`config.mk`:
```
export PLATFORM = sky130hd
export DESIGN_NAME = circle_point_generator_top
export DESIGN_NICKNAME = d
export VERILOG_FILES = /design/src/hw/rtl/cpg_pkg.sv /design/src/hw/rtl/cpg_front.sv /design/src/hw/rtl/cpg_queue.sv /design/src/hw/rtl/cpg_back.sv /design/src/hw/rtl/circle_point_generator_top.sv
export SDC_FILE = /design/constraint.sdc
export NUM_CORES = 1
export LEC_CHECK = 0
export BUFFER_PORTS_ARGS = -buffer_cell sky130_fd_sc_hd__buf_2
export CAP_MARGIN = 40
export CORE_AREA = 2 2 155 157
export DETAILED_ROUTE_END_ITERATION = 12
export DIE_AREA = 0 0 157 159
export GPL_ROUTABILITY_DRIVEN = 1
export PLACE_DENSITY = 0.74
export SYNTH_ARGS = -nofsm -noshare
export SYNTH_HDL_FRONTEND = slang
export SYNTH_HIERARCHICAL = 1
export SYNTH_SLANG_ARGS = --single-unit
```
`constraint.sdc`:
```
create_clock -name i_clk -period 5.3 [get_ports i_clk]
set_input_delay 0.795 -clock i_clk [delete_from_list [all_inputs] [get_ports i_clk]]
set_output_delay 0.795 -clock i_clk [all_outputs]
set_load 0.05 [all_outputs]
```
`src/hw/rtl/cpg_pkg.sv`:
```
// Package for the circle point generator: request codes, octant constants
// and the step record passed from the front end to the point emitter.
// No dependencies.
package cpg_pkg;

    // Request codes on the input channel.
    localparam logic REQ_START = 1'b0;
    localparam logic REQ_STEP  = 1'b1;

    // Octant index of the eighth point of a step.
    localparam logic [2:0] OCT_LAST = 3'd7;

    // Depth of the queue between front end and point emitter.
    localparam int unsigned Q_DEPTH = 2;

    // One step worth of geometry, ready to be mirrored eight ways.
    typedef struct packed {
        logic signed [10:0] origin_x;
        logic signed [10:0] origin_y;
        logic signed [11:0] offset_x;
        logic signed [11:0] offset_y;
        logic               done;
    } t_step_rec;

endpackage

```
`src/hw/rtl/cpg_front.sv`:
```
// Front end of the circle point generator: accepts requests, runs the
// midpoint decision update and pushes one step record per productive item.
// Depends on cpg_pkg.
module cpg_front import cpg_pkg::*; (
    input  logic               i_clk,
    input  logic               i_rst_n,
    input  logic               i_valid,
    output logic               o_ready,
    input  logic               i_req_type,
    input  logic signed [10:0] i_center_x,
    input  logic signed [10:0] i_center_y,
    input  logic        [9:0]  i_radius,
    input  logic               i_q_full,
    output logic               o_push,
    output t_step_rec          o_rec
);

    logic signed [11:0] r_off_x, n_off_x;
    logic signed [11:0] r_off_y, n_off_y;
    logic signed [15:0] r_dec,   n_dec;
    logic signed [10:0] r_org_x, n_org_x;
    logic signed [10:0] r_org_y, n_org_y;
    logic               r_active, n_active;

    logic               accept;
    logic               dec_pos;
    logic signed [11:0] step_x;
    logic signed [11:0] step_y;
    logic        [15:0] step_x16;
    logic        [15:0] diff16;
    logic        [15:0] step_dec;
    logic               step_done;
    logic               done;

    // An item is taken whenever the queue has room.
    assign o_ready = !i_q_full;
    assign accept  = i_valid && o_ready;

    // One midpoint step from the stored state.
    always_comb begin
        dec_pos  = (r_dec > 16'sd0);
        step_x   = r_off_x + 12'sd1;
        step_y   = dec_pos ? (r_off_y - 12'sd1) : r_off_y;
        step_x16 = {{4{step_x[11]}}, step_x};
        diff16   = step_x16 - {{4{step_y[11]}}, step_y};
        if (dec_pos) begin
            step_dec = r_dec + (diff16 << 2) + 16'd10;
        end else begin
            step_dec = r_dec + (step_x16 << 2) + 16'd6;
        end
        step_done = (step_y < step_x);
    end

    // Next state: a start reloads everything, a step advances while active.
    always_comb begin
        n_off_x  = r_off_x;
        n_off_y  = r_off_y;
        n_dec    = r_dec;
        n_org_x  = r_org_x;
        n_org_y  = r_org_y;
        n_active = r_active;
        done     = 1'b0;
        o_push   = 1'b0;
        if (accept) begin
            if (i_req_type == REQ_START) begin
                n_org_x  = i_center_x;
                n_org_y  = i_center_y;
                n_off_x  = 12'sd0;
                n_off_y  = $signed({2'b00, i_radius});
                n_dec    = $signed(16'd3 - {5'b00000, i_radius, 1'b0});
                n_active = 1'b1;
                o_push   = 1'b1;
            end else if (r_active) begin
                n_off_x  = step_x;
                n_off_y  = step_y;
                n_dec    = $signed(step_dec);
                n_active = !step_done;
                done     = step_done;
                o_push   = 1'b1;
            end
        end
    end

    // The record carries the state as it stands after this item.
    always_comb begin
        o_rec.origin_x = n_org_x;
        o_rec.origin_y = n_org_y;
        o_rec.offset_x = n_off_x;
        o_rec.offset_y = n_off_y;
        o_rec.done     = done;
    end

    // Generator state.
    always_ff @(posedge i_clk) begin
        if (!i_rst_n) begin
            r_off_x  <= '0;
            r_off_y  <= '0;
            r_dec    <= '0;
            r_org_x  <= '0;
            r_org_y  <= '0;
            r_active <= 1'b0;
        end else begin
            r_off_x  <= n_off_x;
            r_off_y  <= n_off_y;
            r_dec    <= n_dec;
            r_org_x  <= n_org_x;
            r_org_y  <= n_org_y;
            r_active <= n_active;
        end
    end

endmodule

```
`src/hw/rtl/cpg_queue.sv`:
```
// Short FIFO of step records between the front end and the point emitter.
// Depends on cpg_pkg.
module cpg_queue import cpg_pkg::*; (
    input  logic      i_clk,
    input  logic      i_rst_n,
    input  logic      i_push,
    input  t_step_rec i_rec,
    output logic      o_full,
    input  logic      i_pop,
    output logic      o_valid,
    output t_step_rec o_rec
);

    localparam int unsigned PtrW = (Q_DEPTH > 1) ? $clog2(Q_DEPTH) : 1;
    localparam int unsigned CntW = $clog2(Q_DEPTH + 1);

    t_step_rec           r_mem [Q_DEPTH];
    logic [PtrW-1:0]     r_wptr, n_wptr;
    logic [PtrW-1:0]     r_rptr, n_rptr;
    logic [CntW-1:0]     r_count, n_count;
    logic                do_push;
    logic                do_pop;

    assign o_full  = (r_count == CntW'(Q_DEPTH));
    assign o_valid = (r_count != '0);
    assign o_rec   = r_mem[r_rptr];
    assign do_push = i_push && !o_full;
    assign do_pop  = i_pop && o_valid;

    // Pointer and fill count update with wrap at the depth.
    always_comb begin
        n_wptr  = r_wptr;
        n_rptr  = r_rptr;
        n_count = r_count;
        if (do_push) begin
            n_wptr = (r_wptr == PtrW'(Q_DEPTH - 1)) ? '0 : r_wptr + 1'b1;
        end
        if (do_pop) begin
            n_rptr = (r_rptr == PtrW'(Q_DEPTH - 1)) ? '0 : r_rptr + 1'b1;
        end
        if (do_push && !do_pop) begin
            n_count = r_count + 1'b1;
        end else if (do_pop && !do_push) begin
            n_count = r_count - 1'b1;
        end
    end

    // Storage for the records.
    always_ff @(posedge i_clk) begin
        if (do_push) begin
            r_mem[r_wptr] <= i_rec;
        end
    end

    // Control state.
    always_ff @(posedge i_clk) begin
        if (!i_rst_n) begin
            r_wptr  <= '0;
            r_rptr  <= '0;
            r_count <= '0;
        end else begin
            r_wptr  <= n_wptr;
            r_rptr  <= n_rptr;
            r_count <= n_count;
        end
    end

endmodule

```
`src/hw/rtl/cpg_back.sv`:
```
// Point emitter: holds one step record and presents its eight mirrored
// points, one per accepted item on the output channel. Depends on cpg_pkg.
module cpg_back import cpg_pkg::*; (
    input  logic               i_clk,
    input  logic               i_rst_n,
    input  logic               i_q_valid,
    input  t_step_rec          i_q_rec,
    output logic               o_pop,
    output logic               o_valid,
    input  logic               i_ready,
    output logic signed [11:0] o_pixel_x,
    output logic signed [11:0] o_pixel_y,
    output logic        [2:0]  o_octant,
    output logic               o_last_of_step,
    output logic               o_circle_done
);

    t_step_rec   r_rec;
    logic [2:0]  r_cnt;
    logic        r_busy;

    logic        last;
    logic        out_acc;
    logic [11:0] dx;
    logic [11:0] dy;
    logic [11:0] base_x;
    logic [11:0] base_y;

    assign last    = (r_cnt == OCT_LAST);
    assign out_acc = r_busy && i_ready;
    // A new record is loaded when idle or as the eighth point leaves.
    assign o_pop   = i_q_valid && (!r_busy || (out_acc && last));

    // Mirror selection: bit 2 swaps the axes, bit 0 negates x, bit 1 negates y.
    always_comb begin
        dx     = r_cnt[2] ? r_rec.offset_y : r_rec.offset_x;
        dy     = r_cnt[2] ? r_rec.offset_x : r_rec.offset_y;
        base_x = {r_rec.origin_x[10], r_rec.origin_x};
        base_y = {r_rec.origin_y[10], r_rec.origin_y};
        o_pixel_x = $signed(r_cnt[0] ? (base_x - dx) : (base_x + dx));
        o_pixel_y = $signed(r_cnt[1] ? (base_y - dy) : (base_y + dy));
    end

    assign o_valid        = r_busy;
    assign o_octant       = r_cnt;
    assign o_last_of_step = last;
    assign o_circle_done  = r_rec.done;

    // Record holding register; loaded from the queue head.
    always_ff @(posedge i_clk) begin
        if (o_pop) begin
            r_rec <= i_q_rec;
        end
    end

    // Point counter and busy flag.
    always_ff @(posedge i_clk) begin
        if (!i_rst_n) begin
            r_cnt  <= '0;
            r_busy <= 1'b0;
        end else begin
            if (o_pop) begin
                r_cnt  <= '0;
                r_busy <= 1'b1;
            end else if (out_acc) begin
                r_cnt <= r_cnt + 3'd1;
                if (last) begin
                    r_busy <= 1'b0;
                end
            end
        end
    end

endmodule

```
`src/hw/rtl/circle_point_generator_top.sv`:
```
// With the emitter idle, the first point of a start or active step item is presented once the item
// has passed through the step queue and the emitter's record holding register.
// Throughput: one point per cycle while the output is ready, limited by the single point emitter.
// A step item that arrives while the generator is idle is accepted and yields nothing.
// The front end takes items while the two-entry step queue has room.
// Reset (synchronous, active low) clears the generator state to idle and empties the queue.
module circle_point_generator_top import cpg_pkg::*; (
    input  logic               i_clk,
    input  logic               i_rst_n,
    input  logic               i_valid,
    output logic               o_ready,
    input  logic               i_req_type,
    input  logic signed [10:0] i_center_x,
    input  logic signed [10:0] i_center_y,
    input  logic        [9:0]  i_radius,
    output logic               o_valid,
    input  logic               i_ready,
    output logic signed [11:0] o_pixel_x,
    output logic signed [11:0] o_pixel_y,
    output logic        [2:0]  o_octant,
    output logic               o_last_of_step,
    output logic               o_circle_done
);

    logic      q_full;
    logic      q_push;
    logic      q_pop;
    logic      q_valid;
    t_step_rec push_rec;
    t_step_rec head_rec;

    // Request handling and decision update.
    cpg_front u_front (
        .i_clk      (i_clk),
        .i_rst_n    (i_rst_n),
        .i_valid    (i_valid),
        .o_ready    (o_ready),
        .i_req_type (i_req_type),
        .i_center_x (i_center_x),
        .i_center_y (i_center_y),
        .i_radius   (i_radius),
        .i_q_full   (q_full),
        .o_push     (q_push),
        .o_rec      (push_rec)
    );

    // Step records waiting for the emitter.
    cpg_queue u_queue (
        .i_clk   (i_clk),
        .i_rst_n (i_rst_n),
        .i_push  (q_push),
        .i_rec   (push_rec),
        .o_full  (q_full),
        .i_pop   (q_pop),
        .o_valid (q_valid),
        .o_rec   (head_rec)
    );

    // Eight-way point output.
    cpg_back u_back (
        .i_clk          (i_clk),
        .i_rst_n        (i_rst_n),
        .i_q_valid      (q_valid),
        .i_q_rec        (head_rec),
        .o_pop          (q_pop),
        .o_valid        (o_valid),
        .i_ready        (i_ready),
        .o_pixel_x      (o_pixel_x),
        .o_pixel_y      (o_pixel_y),
        .o_octant       (o_octant),
        .o_last_of_step (o_last_of_step),
        .o_circle_done  (o_circle_done)
    );

endmodule

```
* Yosys cells after proc, flatten, opt, wreduce, memory -nomap -nowiden
Memories as Yosys holds them, arrays and structs flattened. A register that Yosys moved wholly into a read port is not among the register bits.
Index checks and enable logic that the tools add are counted.
** Word-level totals
- Register bits after elaboration :: 71
- Memory bits (writable) :: 94
- Output and inout port bits :: 31
- Memories kept :: 1
** Memory list
- u_queue.r_mem :: depth 2, bits a word 47, rd ports 1, clocked after memory_dff 1, wr ports 1, line cpg_queue.sv:17 : t_step_rec r_mem [Q_DEPTH];
** Operators by class
- Add/sub/neg operators :: 17
- Order comparisons :: 2
- Eq/ne operators :: 3
- Mux-type cells :: 35
- Bitwise logic cells :: 1
- Reductions and logical operators :: 21
** Operators with widths (count)
- 2-to-1 mux 12 bit :: 11
- 2-to-1 mux 16 bit :: 3
- 2-to-1 mux 11 bit :: 4
- adder 16 bit :: 2
- adder 12 bit :: 2
- subtractor 12 bit :: 2
- adder 16 x 3 -> 16 bit (second input constant) :: 1
- adder 16 x 4 -> 16 bit (second input constant) :: 1
- greater-than comparator 16 x 1 -> 1 bit (second input constant) :: 1
- 2-to-1 mux 1 bit :: 15
- subtractor 12 x 12 -> 13 bit :: 1
- adder 12 x 2 -> 12 bit (second input constant) :: 1
- less-than comparator 12 bit :: 1
- subtractor 12 x 2 -> 12 bit (second input constant) :: 1
- subtractor 2 x 11 -> 12 bit (first input constant) :: 1
- logical AND 1 bit :: 8
- nonzero test 2 bit :: 4
- zero test 1 bit :: 5
- 2-to-1 mux 2 bit :: 2
- AND reduction 2 bit :: 2
- adder 3 x 1 -> 3 bit (second input constant) :: 1
- equality test 3 bit (second input constant) :: 1
- adder 1 bit (second input constant) :: 2
- adder 2 x 1 -> 2 bit (second input constant) :: 1
- other kinds (6) :: 6

* Logic depth before layout (Yosys ltp)
Gate-level depths: netlist of run 1.
- Depth in word-level cells :: 9
- Gate-level depth with buffers :: 21

* By module
The synthesis of run 1 kept the hierarchy.
** Modules (own cells, without submodules)
- cpg_front :: instances 1, cells an instance 734, area each 5699.2 um2, seq. area each 1261.2 um2
- cpg_queue :: instances 1, cells an instance 171, area each 3623.5 um2, seq. area each 2922.8 um2
- cpg_back :: instances 1, cells an instance 330, area each 3535.9 um2, seq. area each 1491.4 um2

* Least setup slack after synthesis of run 1
No wires, ideal clock.
- Path type :: register to output
- From :: register u_back.r_cnt[2], in the netlist u_back/o_octant[2]
- To :: output o_pixel_y[10]
- Arrival :: 4.991 ns
- Path slack :: -0.486 ns
- Cell stages (with the launch flop) :: 14
- Path buffers :: 3
- Path through :: dfxtp_1 buf_2 buf_2 buf_2 mux2i_1 ha_1 inv_1 o21ai_0 xor2_1 ha_1 or2_2 a21oi_1 a21oi_1 o311ai_0
** On the way
- Cells in the longest elaborated chain, start to end :: 3
** Ends and longest elaborated chain
- start, declared :: line cpg_back.sv:19 : logic [2:0] r_cnt;
- start signal, assigned :: line cpg_back.sv:66 : r_cnt <= r_cnt + 3'd1;
- 2-to-1 mux 12 bit (*) :: line cpg_back.sv:37 : dy = r_cnt[2] ? r_rec.offset_x : r_rec.offset_y;
- adder 12 bit / subtractor 12 bit (equally long branches) :: line cpg_back.sv:41 : o_pixel_y = $signed(r_cnt[1] ? (base_y - dy) : (base_y + dy));
- 2-to-1 mux 12 bit (*) :: line cpg_back.sv:41
- end, declared :: line circle_point_generator_top.sv:19 : output logic signed [11:0] o_pixel_y,
Mark *: on every way between the ends. The rest lies on a longest branch, timed or not.

* Final worst setup path of run 1
- From :: register u_back.r_cnt[2], in the netlist u_back/o_octant[2]
- To :: output o_pixel_y[11]
Same word-level chain as after synthesis.

==> results of run 1 <==
-- cells by family after synthesis --
kind of cell    count (synthesis)  share of synthesized area, %
compound gates                280                         14.33
mux                            86                         7.239
buf+inv                        98                         3.337
flops                         213                         44.14
simple gates                  363                         14.49
xor+xnor                       96                         6.539
fa+ha+maj                      99                         9.925
-- worst paths after layout --
path                 startpoint                  to  depth (start not counted)
min          u_front/r_org_x[3]  u_front/r_org_x[3]                          2
min reg2reg  u_front/r_org_x[3]  u_front/r_org_x[3]                          2
max          u_back/o_octant[2]       o_pixel_y[11]                         12
max reg2reg    u_front/r_dec[4]   u_front/r_dec[15]                         19
-- state kept, by name, summed over array words and instances, names as in the netlist, named ones only --
| name | count |
|---|---|
| u_front/r_active | 1 |
| u_back/o_circle_done | 1 |
| u_queue/r_rptr | 1 |
| u_front/r_off_y | 12 |
| u_back/o_valid | 1 |
| u_back/base_x | 11 |
| u_back/base_y | 11 |
| u_queue/r_wptr | 1 |
| u_queue/r_count | 2 |
| u_front/r_dec | 16 |
| u_queue/r_mem | 94 |
| u_back/r_rec | 24 |
| u_front/r_org_y | 11 |
| u_front/r_org_x | 11 |
| u_front/r_off_x | 12 |
| u_back/o_octant | 3 |
-- layer usage --
layer	global-route usage, %	up-vias	part of all wire, %
li1	-	4701	-
met3	3.212	54	6.0
met2	38.40	324	45
met1	36.38	4645	46
met5	0	-	0
met4	6.881	0	2.6
-- worst min-delay path: stages (launching register included) --
cell and delay [ns]:
dfxtp_1 0.30, nand2_1 0.06, a21oi_1 0.06
-- cell type report --
type,instances,share of cell area (%)
multi-input combinational,924,47.59
sequential,213,39.86
clock buffer,29,4.339
timing repair buffer,89,3.602
tap,319,2.802
inverter,46,1.212
clock inverter,13,0.5885
-- metrics by stage --
stage	utilization (%)	instances	hold slack [ns]	instance area [um2]
5_1_grt	61.42	1633	0.4874	14240
3_5_place_dp	58.36	1591	0.4574	13530
6_report	61.42	1633	0.4635	14240
4_1_cts	61.38	1633	0.4659	14240
2_1_floorplan	-	1235	0.4443	12860
3_3_place_gp	58.27	1590	0.4497	13510
-- layout by cell type, fill, tap and decap left out, types with 14 or more instances in the layout --
cell type	n
xor2_1	50
nor3_1	36
a211oi_1	15
xnor2_1	46
nand2_1	126
buf_2	67
o21ai_0	47
and2_1	28
inv_1	45
clkbuf_16	23
buf_4	21
mux2_2	56
ha_1	94
edfxtp_1	141
a21oi_1	89
nor2_1	63
nor2b_1	15
mux2i_1	30
nand3_1	24
dfxtp_1	70
o22ai_1	14
==> results.toml, run 1 <==
[flow_run]
drv_cap = 0

[global_route]
antenna_found_initial = 1
grt-ovfl-total = 0
grt_max_degree = 50
grt_pass1_vias = 9180
grt_usage_pct = 24.70
grt_pass1_wl_um = 48830

[sta]
fin_crit_ns = 4.932
hold_viol = 0
period_share_pct = 93.06
timing.slew.headroom_pct = 38.58
setup_slack_ns = 0.3678
setup_violations = 0
max_freq_mhz = 202.8
drv_slew = 0
tightestPinTransition_ns = 0.9179
fin_worst_skew_ns = 0.008178
tns_ns = 0
rsz0062_at_grt = "no"

[clock_tree]
hold_buffers = 0
postCtsSetupRepairBufs = 0
clk_latency_ns = 0.50
clock_path_buffers = 3
htreeDepth = 1
cts_tree = "yes"
clk_pin_slew_ns = 0.06
ctsResizeCount = 0
ctsRootBufferMaster = "clkbuf_16"
cts_buffers = 23
clock_sinks = 213

[logic_synthesis]
synth_edf_count = 141
mappedNetlistArea_mm2 = 0.01286
syn_avg_cell_area_um2 = 10.41
synthDominantCellAreaShare_pct = 32.93
synth_seq_cells = 213
synth_top_area_cell = "edfxtp_1"
synth_ff_type = "edfxtp_1"
async_flop_share_pct = 0
ys_warn_count = 6
ys_types = 84
synth.most_common_cell = "edfxtp_1"
syn_inst = 1235
yosysSeqAreaShare_pct = 44.14
syn_nets = 1371
synthTopCellsByCount = "141 x edfxtp_1, 126 x nand2_1, 94 x ha_1"
synth_area_leaders = "edfxtp_1 33%, dfxtp_1 11%, ha_1 9.1%"

[worst_setup_path]
critPathBufInv = 2
crit_path_start_kind = "flop"
reg2reg_slack_ns = 0.44
arrival_ns = 4.14
slowest_stage = "dfxtp_2"
crit_type = "reg2out"
slowest_delay_ns = 0.75
cp_max_fo = 29
timing.critical_path.mode_cell = "ha_1"
path_delay_family = "compound AO/OA/AOI/OAI gates"
cp-end-kind = "output port"
worstPathRequired_ns = 4.51
path_cells = "mux2i_1, ha_1, inv_1, o21ai_0, xor2_1, ha_1, or2_2, o31ai_1, a31oi_1, a221oi_1, xnor2_1, buf_2"

[route]
viasPerCell = 5.955
postRouteAntennaNets = 0
num_vias = 9724
wl_um = 31360
routedWlPerCell_um = 19.20
dr.pass1.iters = 5
drt-initial-drc-count = 730
drc = 0

[die]
initial_core_util_pct = 55.44
core-area_mm2 = 0.02319
die_x_um = 157
die_h_um = 159
std_cell_rows = 56
io_pins = 68
die_area_mm2 = 0.02496

[final_layout]
areaGrowthSynthToFinish_pct = 10.77
multi_input_area_mm2 = 0.006779
diodes = 0
drive_above_1_share_pct = 16.97
nNetsFinal = 1433
seqCellArea_mm2 = 0.005678
fillers = 1882

[run_status]
status = "complete, no violations"

[placement]
routabilityCongestion = 0.9401
port_buffers = 67
dp_slack_ns = 0.4490
dpl.hpwl_um = 22700

[worst_hold_path]
hold_class = "reg2reg"
Power of run 1 is not shown: default switching activity piles up to over one toggle a cycle in this logic, so the estimate is an artifact.
==> run 2, diff against run 1 <==
Settings changed: CORE_AREA 2 2 155 157 to 2 2 152 154, DIE_AREA 0 0 157 159 to 0 0 154 156, PLACE_DENSITY 0.74 to 0.75, SYNTH_HIERARCHICAL 1 to default.
==> run 2 against run 1 <==
Synthesized cell count decreased by 3.1%; core utilization increased by 0.20 points; critical path depth unchanged; setup slack got worse by 0.11 ns.
==> results.toml, run 2 <==
[final_layout]
largest-register = "u_queue.r_mem"
final_common_cell = "edfxtp_1"
areaGrowthSynthToFinish_pct = 11.02
fillers = 1795
fin_util_pct = 61.62
drive_above_1_share_pct = 14.89
top_regs = "u_queue.r_mem x94, u_back.r_rec x24, u_front.r_dec x16"
most-common-layout-cells = "141 x edfxtp_1, 131 x nand2_1, 94 x ha_1"
multi_input_area_mm2 = 0.006466
diodes = 0
design_area_mm2 = 0.01378
seqCellArea_mm2 = 0.005660
largest_reg_flops = 94
nNetsFinal = 1389

[route]
routedWlPerCell_um = 17.93
dr.pass1.iters = 7
wl_um = 27860
drc = 0
num_vias = 9028
viasPerCell = 5.810
drt-initial-drc-count = 706
postRouteAntennaNets = 0

[sta]
tns_ns = 0
timing.slew.headroom_pct = 45.83
fin_worst_skew_ns = 0.007422
hold_viol = 0
rsz0062_at_grt = "no"
holdWs_ns = 0.5288
fin_crit_ns = 5.041
period_share_pct = 95.12
drv_slew = 0
max_freq_mhz = 198.4
setup_violations = 0
tightestPinTransition_ns = 0.8117

[clock_tree]
postCtsSetupRepairBufs = 0
cts_tree = "yes"
clock_path_buffers = 3
htreeDepth = 1
ctsRootBufferMaster = "clkbuf_16"
clk_pin_slew_ns = 0.06
clock_sinks = 212
cts_buffers = 22
clk_latency_ns = 0.50

[die]
std_cell_rows = 55
die_area_mm2 = 0.02402
die_h_um = 156
initial_core_util_pct = 55.50
core-area_mm2 = 0.02237
io_pins = 68
die_x_um = 154

[worst_setup_path]
crit_path_start_kind = "flop"
cp-end-kind = "output port"
worstPathRequired_ns = 4.51
rr_worst_depth = 21
cp_max_fo = 30
arrival_ns = 4.25
crit_type = "reg2out"

[global_route]
grt_usage_pct = 23.47
antenna_found_initial = 0
grt_pass1_wl_um = 45290
grt_max_degree = 71
grt_pass1_vias = 8826
grt-ovfl-total = 0

[logic_synthesis]
ys_warn_count = 0
async_flop_share_pct = 0
synth_ff_type = "edfxtp_1"
synth_seq_cells = 212
syn_avg_cell_area_um2 = 10.37
synth.most_common_cell = "edfxtp_1"
syn_nets = 1332
synthTopCellsByCount = "141 x edfxtp_1, 131 x nand2_1, 94 x ha_1"
mappedNetlistArea_mm2 = 0.01241
synth_area_leaders = "edfxtp_1 34%, dfxtp_1 11%, ha_1 9.5%"
synthDominantCellAreaShare_pct = 34.11
syn_inst = 1197
ys_types = 63
synth_top_area_cell = "edfxtp_1"
yosysSeqAreaShare_pct = 45.56
synth_edf_count = 141

[placement]
routabilityCongestion = 0.9754
dpl.hpwl_um = 20100
dpl-instance-area_mm2 = 0.01305
port_buffers = 67

[run_status]
status = "complete, no violations"

[worst_hold_path]
min_path_cells = 1
hold_class = "reg2reg"

[flow_run]
drv_cap = 0

[power]
leakagePower_nw = 5.547
ir_drop_mv = 0.6312
p_per_area_mw_per_mm2 = 675.5
## run 2: cell types whose count changed in the layout (fill, tap and decap cells not counted), sizes merged, moves of 7 or more
cell / delta
and2: +28
nor3: -10
a211oi: -8
a21oi: -18
xnor2: +15
o211ai: +7
a31oi: +10
buf: -9
inv: -15
## run 2: path summary, 6_finish.rpt
| check | startpoint | to | slack (ns) |
|---|---|---|---|
| max | u_back.o_octant[2] | o_pixel_y[11] | 0.26 |
| min | u_front.r_dec[0] | u_front.r_dec[0] | 0.53 |
| min reg2reg | u_front.r_dec[0] | u_front.r_dec[0] | 0.53 |
| max reg2reg | u_front.r_dec[3] | u_front.r_dec[14] | 0.42 |
## run 2: metrics by stage
| step | power [mW] | std cells | setup WS (ns) |
|---|---|---|---|
| 6_report | 9.309 | 1554 | 0.2589 |
| 5_1_grt | 9.895 | 1554 | 0.01176 |
| 4_1_cts | 9.313 | 1554 | 0.08148 |
| 3_5_place_dp | 7.778 | 1515 | 0.5678 |
| 3_3_place_gp | 7.641 | 1514 | 0.6804 |
| 2_1_floorplan | 6.611 | 1197 | 0.3676 |
## run 2: where the power goes
part           internal (mW)  total [mW]  switching, mW
logic                   1.83        5.41           3.58
clock network          0.885        1.51          0.623
registers               2.15        2.39          0.239
total                   4.86        9.31           4.45
## run 2: layout make-up
class,count,area share (%)
inverter,34,0.9261
timing repair buffer,80,3.287
clock buffer,28,4.531
clock inverter,11,0.6719
sequential,212,41.08
multi-input combinational,904,46.92
tap,285,2.588
## run 2: what timing repair did
item / CTS / global route
hold endpoints to repair: 0 / 0
gates resized for setup: 0 / 2
setup endpoints to repair: 0 / 4
hold buffers: 0 / 0
## run 2: routing by layer
metal  GRT usage [%]  wire length [um]  share of wire [%]
met1           30.63             12280                 44
met2           40.91             13470                 48
met3           2.778              1455                5.2
met4           7.655               656                2.4
met5               0                 0                  0
## run 2: cell families (layout without fill, tap and decap cells)
family / count (synthesis) / in the layout / synth area share (%)
AOI/OAI and AO/OA: 237 / 237 / 12.21
xor gates and xnor gates: 107 / 107 / 7.550
adders and majority gates: 98 / 98 / 10.12
buffers and inverters: 81 / 153 / 2.510
DFF: 212 / 212 / 45.56
muxes: 85 / 85 / 7.419
and+or+nand+nor: 377 / 377 / 14.64
## run 2: worst max-delay path, cell delays in order (launching register included)
cell	delay (ns)
dfxtp_4	0.58
mux2i_1	0.40
ha_1	0.29
o21ai_0	0.43
ha_1	0.33
a21o_1	0.16
a21oi_1	0.21
o21bai_1	0.11
a31oi_1	0.23
o21ai_0	0.16
o41ai_1	0.34
xnor2_1	0.19
buf_2	0.30
Note: power is estimated with default switching activity, not from simulation.
==> run 3, diff against run 2 <==
Settings changed: CELL_PAD_IN_SITES_DETAIL_PLACEMENT from default to 1, CELL_PAD_IN_SITES_GLOBAL_PLACEMENT from default to 1, CORE_AREA 2 2 152 154 to 2 2 170 172, DIE_AREA 0 0 154 156 to 0 0 172 174, PLACE_DENSITY 0.75 to 0.77.
Clock period 5.3 ns to 4.3 ns, I/O delays scaled along.
==> run 3 against run 2 <==
The flow now finishes with violations (setup timing); worst hold slack worse by 0.077 ns; first-iteration DRC count is 35% lower; clock skew is 0.011 ns higher; critical path type unchanged.
==> results.toml, run 3 (same netlist as run 2, synthesis figures left out) <==
[run_status]
status = "finished with violations"
violations = "setup timing"

[power]
p_int_mw = 7.632
ir_drop_mv = 0.3496
power_frac_clock_pct = 15.1
power.switching_mw = 6.676
p_comb_share_pct = 63.7
leakagePower_nw = 6.334
power_frac_seq_pct = 21.1
p_sw_share_pct = 46.66
p_per_area_mw_per_mm2 = 913.8
power_mw = 14.31

[worst_setup_path]
path_delay_family = "simple AND/OR/NAND/NOR gates"
worstPathRequired_ns = 3.65
r2r-start = "u_front.r_dec[10]"
reg2reg_slack_ns = -0.04
crit_path_start_kind = "flop"
slowest_delay_ns = 0.48
slowest_stage = "edfxtp_1"
arrival_ns = 3.72
crit_type = "reg2out"
critPathBufInv = 3
cp_max_fo = 3
cp-end-kind = "output port"
reg2reg_to = "u_front.r_dec[15]"
timing.critical_path.mode_cell = "buf_6"
rr_worst_depth = 23
path_cells = "mux2i_2, buf_4, nand3_4, nor3_4, buf_6, nor2_1, xor2_1, ha_1, and2_4, nor2_2, o21ai_1, a21o_1, a21oi_4, xnor2_4, buf_6"

[clock_tree]
htreeDepth = 1
clock_path_buffers = 3
cts_tree = "yes"
clk_pin_slew_ns = 0.07
clock_sinks = 212
ctsRootBufferMaster = "clkbuf_16"
clk_latency_ns = 0.51
cts_buffers = 23

[final_layout]
largest-register = "u_queue.r_mem"
nNetsFinal = 1506
drive_above_1_share_pct = 29.03
layout.cells.non_filler = 1769
top_regs = "u_queue.r_mem x94, u_back.r_rec x24, u_front.r_dec x16"
multi_input_area_mm2 = 0.007148
fillers = 3063
most-common-layout-cells = "141 x edfxtp_1, 128 x nand2_1, 117 x buf_4"
areaGrowthSynthToFinish_pct = 26.14
final_common_cell = "edfxtp_1"
fin_util_pct = 55.45
diodes = 0
seqCellArea_mm2 = 0.005665
largest_reg_flops = 94

[die]
core-area_mm2 = 0.02824
std_cell_rows = 62
die_h_um = 174
die_x_um = 172
io_pins = 68
initial_core_util_pct = 43.96
die_area_mm2 = 0.02993

[sta]
hold_viol = 0
drv_slew = 0
max_freq_mhz = 229.0
timing.slew.headroom_pct = 43.86
tightestPinTransition_ns = 0.8421
fin_worst_skew_ns = 0.01884
rsz0062_at_grt = "yes"
setup_slack_ns = -0.06634
period_share_pct = 101.5
setup_violations = 5
fin_crit_ns = 4.366

[flow_run]
drv_cap = 0

[route]
routedWlPerCell_um = 22.50
drt-initial-drc-count = 461
dr.pass1.iters = 5
wl_um = 39800
postRouteAntennaNets = 0
drc = 0
viasPerCell = 5.669
num_vias = 10030

[global_route]
grt_usage_pct = 25.42
grt_max_degree = 49
grt_pass1_wl_um = 58690
antenna_found_initial = 0
grt-ovfl-total = 0
grt_pass1_vias = 10680

[placement]
dp_slack_ns = -0.06573
dp_cells = 1697
dpl.hpwl_um = 26650
port_buffers = 67
routabilityCongestion = 0.9243

[worst_hold_path]
hold_end = "u_queue.r_mem[1][44]"
hold_start = "i_center_x[8]"
min_path_cells = 3
hold_class = "in2reg"
-- run 3: cell count changes in the layout (fill, tap and decap cells not counted), moves of 7 or more --
cell,delta
o21ai_2,+7
nor3_1,-8
nor3_2,+7
buf_4,+105
o21ai_0,-14
ha_1,-14
buf_6,+11
a21oi_2,+14
ha_4,+9
a21oi_1,-18
-- run 3: layout make-up --
cell class              count  share of cell area (%)
repair buffers            196                   9.102
multi-input cells         904                   45.65
inverters                  34                  0.8151
well taps                 384                   3.069
clock inverters            11                   1.255
flip-flops and latches    212                   36.18
clock buffers              28                   3.924
-- run 3: worst register-to-register path, delay by kind of cell, from the launching register on --
kind | cells | cell delay [ns]
AO/OA/AOI/OAI | 9 | 1.30
XOR/XNOR | 3 | 0.38
adder cells (fa/ha/maj) | 3 | 1.01
buffers and inverters | 3 | 0.36
flip-flops | 1 | 0.34
AND/OR/NAND/NOR | 5 | 0.83
-- run 3: what timing repair did --
| item | CTS | global route |
|---|---|---|
| setup endpoints to repair | 16 | 17 |
| setup buffers | 10 | 23 |
| hold buffers | 0 | 0 |
| resized for setup | 53 | 91 |
| pin swaps | 25 | 70 |
-- run 3: worst max path at each step --
| stage | end | cells after the start | start |
|---|---|---|---|
| 2_1_floorplan | u_front.r_dec[14] | 23 | u_front.r_dec[1] |
| 3_3_place_gp | u_front.r_dec[12] | 21 | u_front.r_dec[10] |
| 3_5_place_dp | u_front.r_dec[9] | 20 | u_front.r_dec[10] |
| 4_1_cts | o_pixel_x[10] | 16 | u_back.o_octant[2] |
| 5_1_grt | u_front.r_dec[13] | 23 | u_front.r_dec[10] |
| 6_report | o_pixel_x[10] | 15 | u_back.r_rec[1] |
-- run 3: per-layer routing --
| metal | global-route usage (%) | vias up | wire length (um) | part of all wire [%] |
|---|---|---|---|---|
| li1 | - | 4690 | - | - |
| met1 | 30.57 | 5011 | 16140 | 41 |
| met2 | 46.90 | 250 | 20930 | 53 |
| met3 | 2.778 | 78 | 1446 | 3.6 |
| met4 | 8.298 | 0 | 1274 | 3.2 |
| met5 | 0 | - | 0 | 0 |
-- run 3: power groups by stage --
stage / Sequential [mW] / Combinational (mW) / Clock [mW]
final: 3.02 / 9.12 / 2.17
after global routing: 3.05 / 9.75 / 2.27
after CTS: 2.99 / 8.17 / 2.19
after detailed placement: 3.02 / 7.73 / 0
after global placement: 2.99 / 7.41 / 0
after floorplan: 2.90 / 5.51 / 0
-- run 3: stage by stage --
stage                     TNS (ns)  area, um2  hold slack [ns]
after global placement           0      13910           0.5086
final                      -0.1954      15660           0.4522
after CTS                        0      15010           0.4221
after floorplan                  0      12560           0.4906
after detailed placement   -0.2699      13940           0.5239
after global routing        -2.315      15660           0.4513
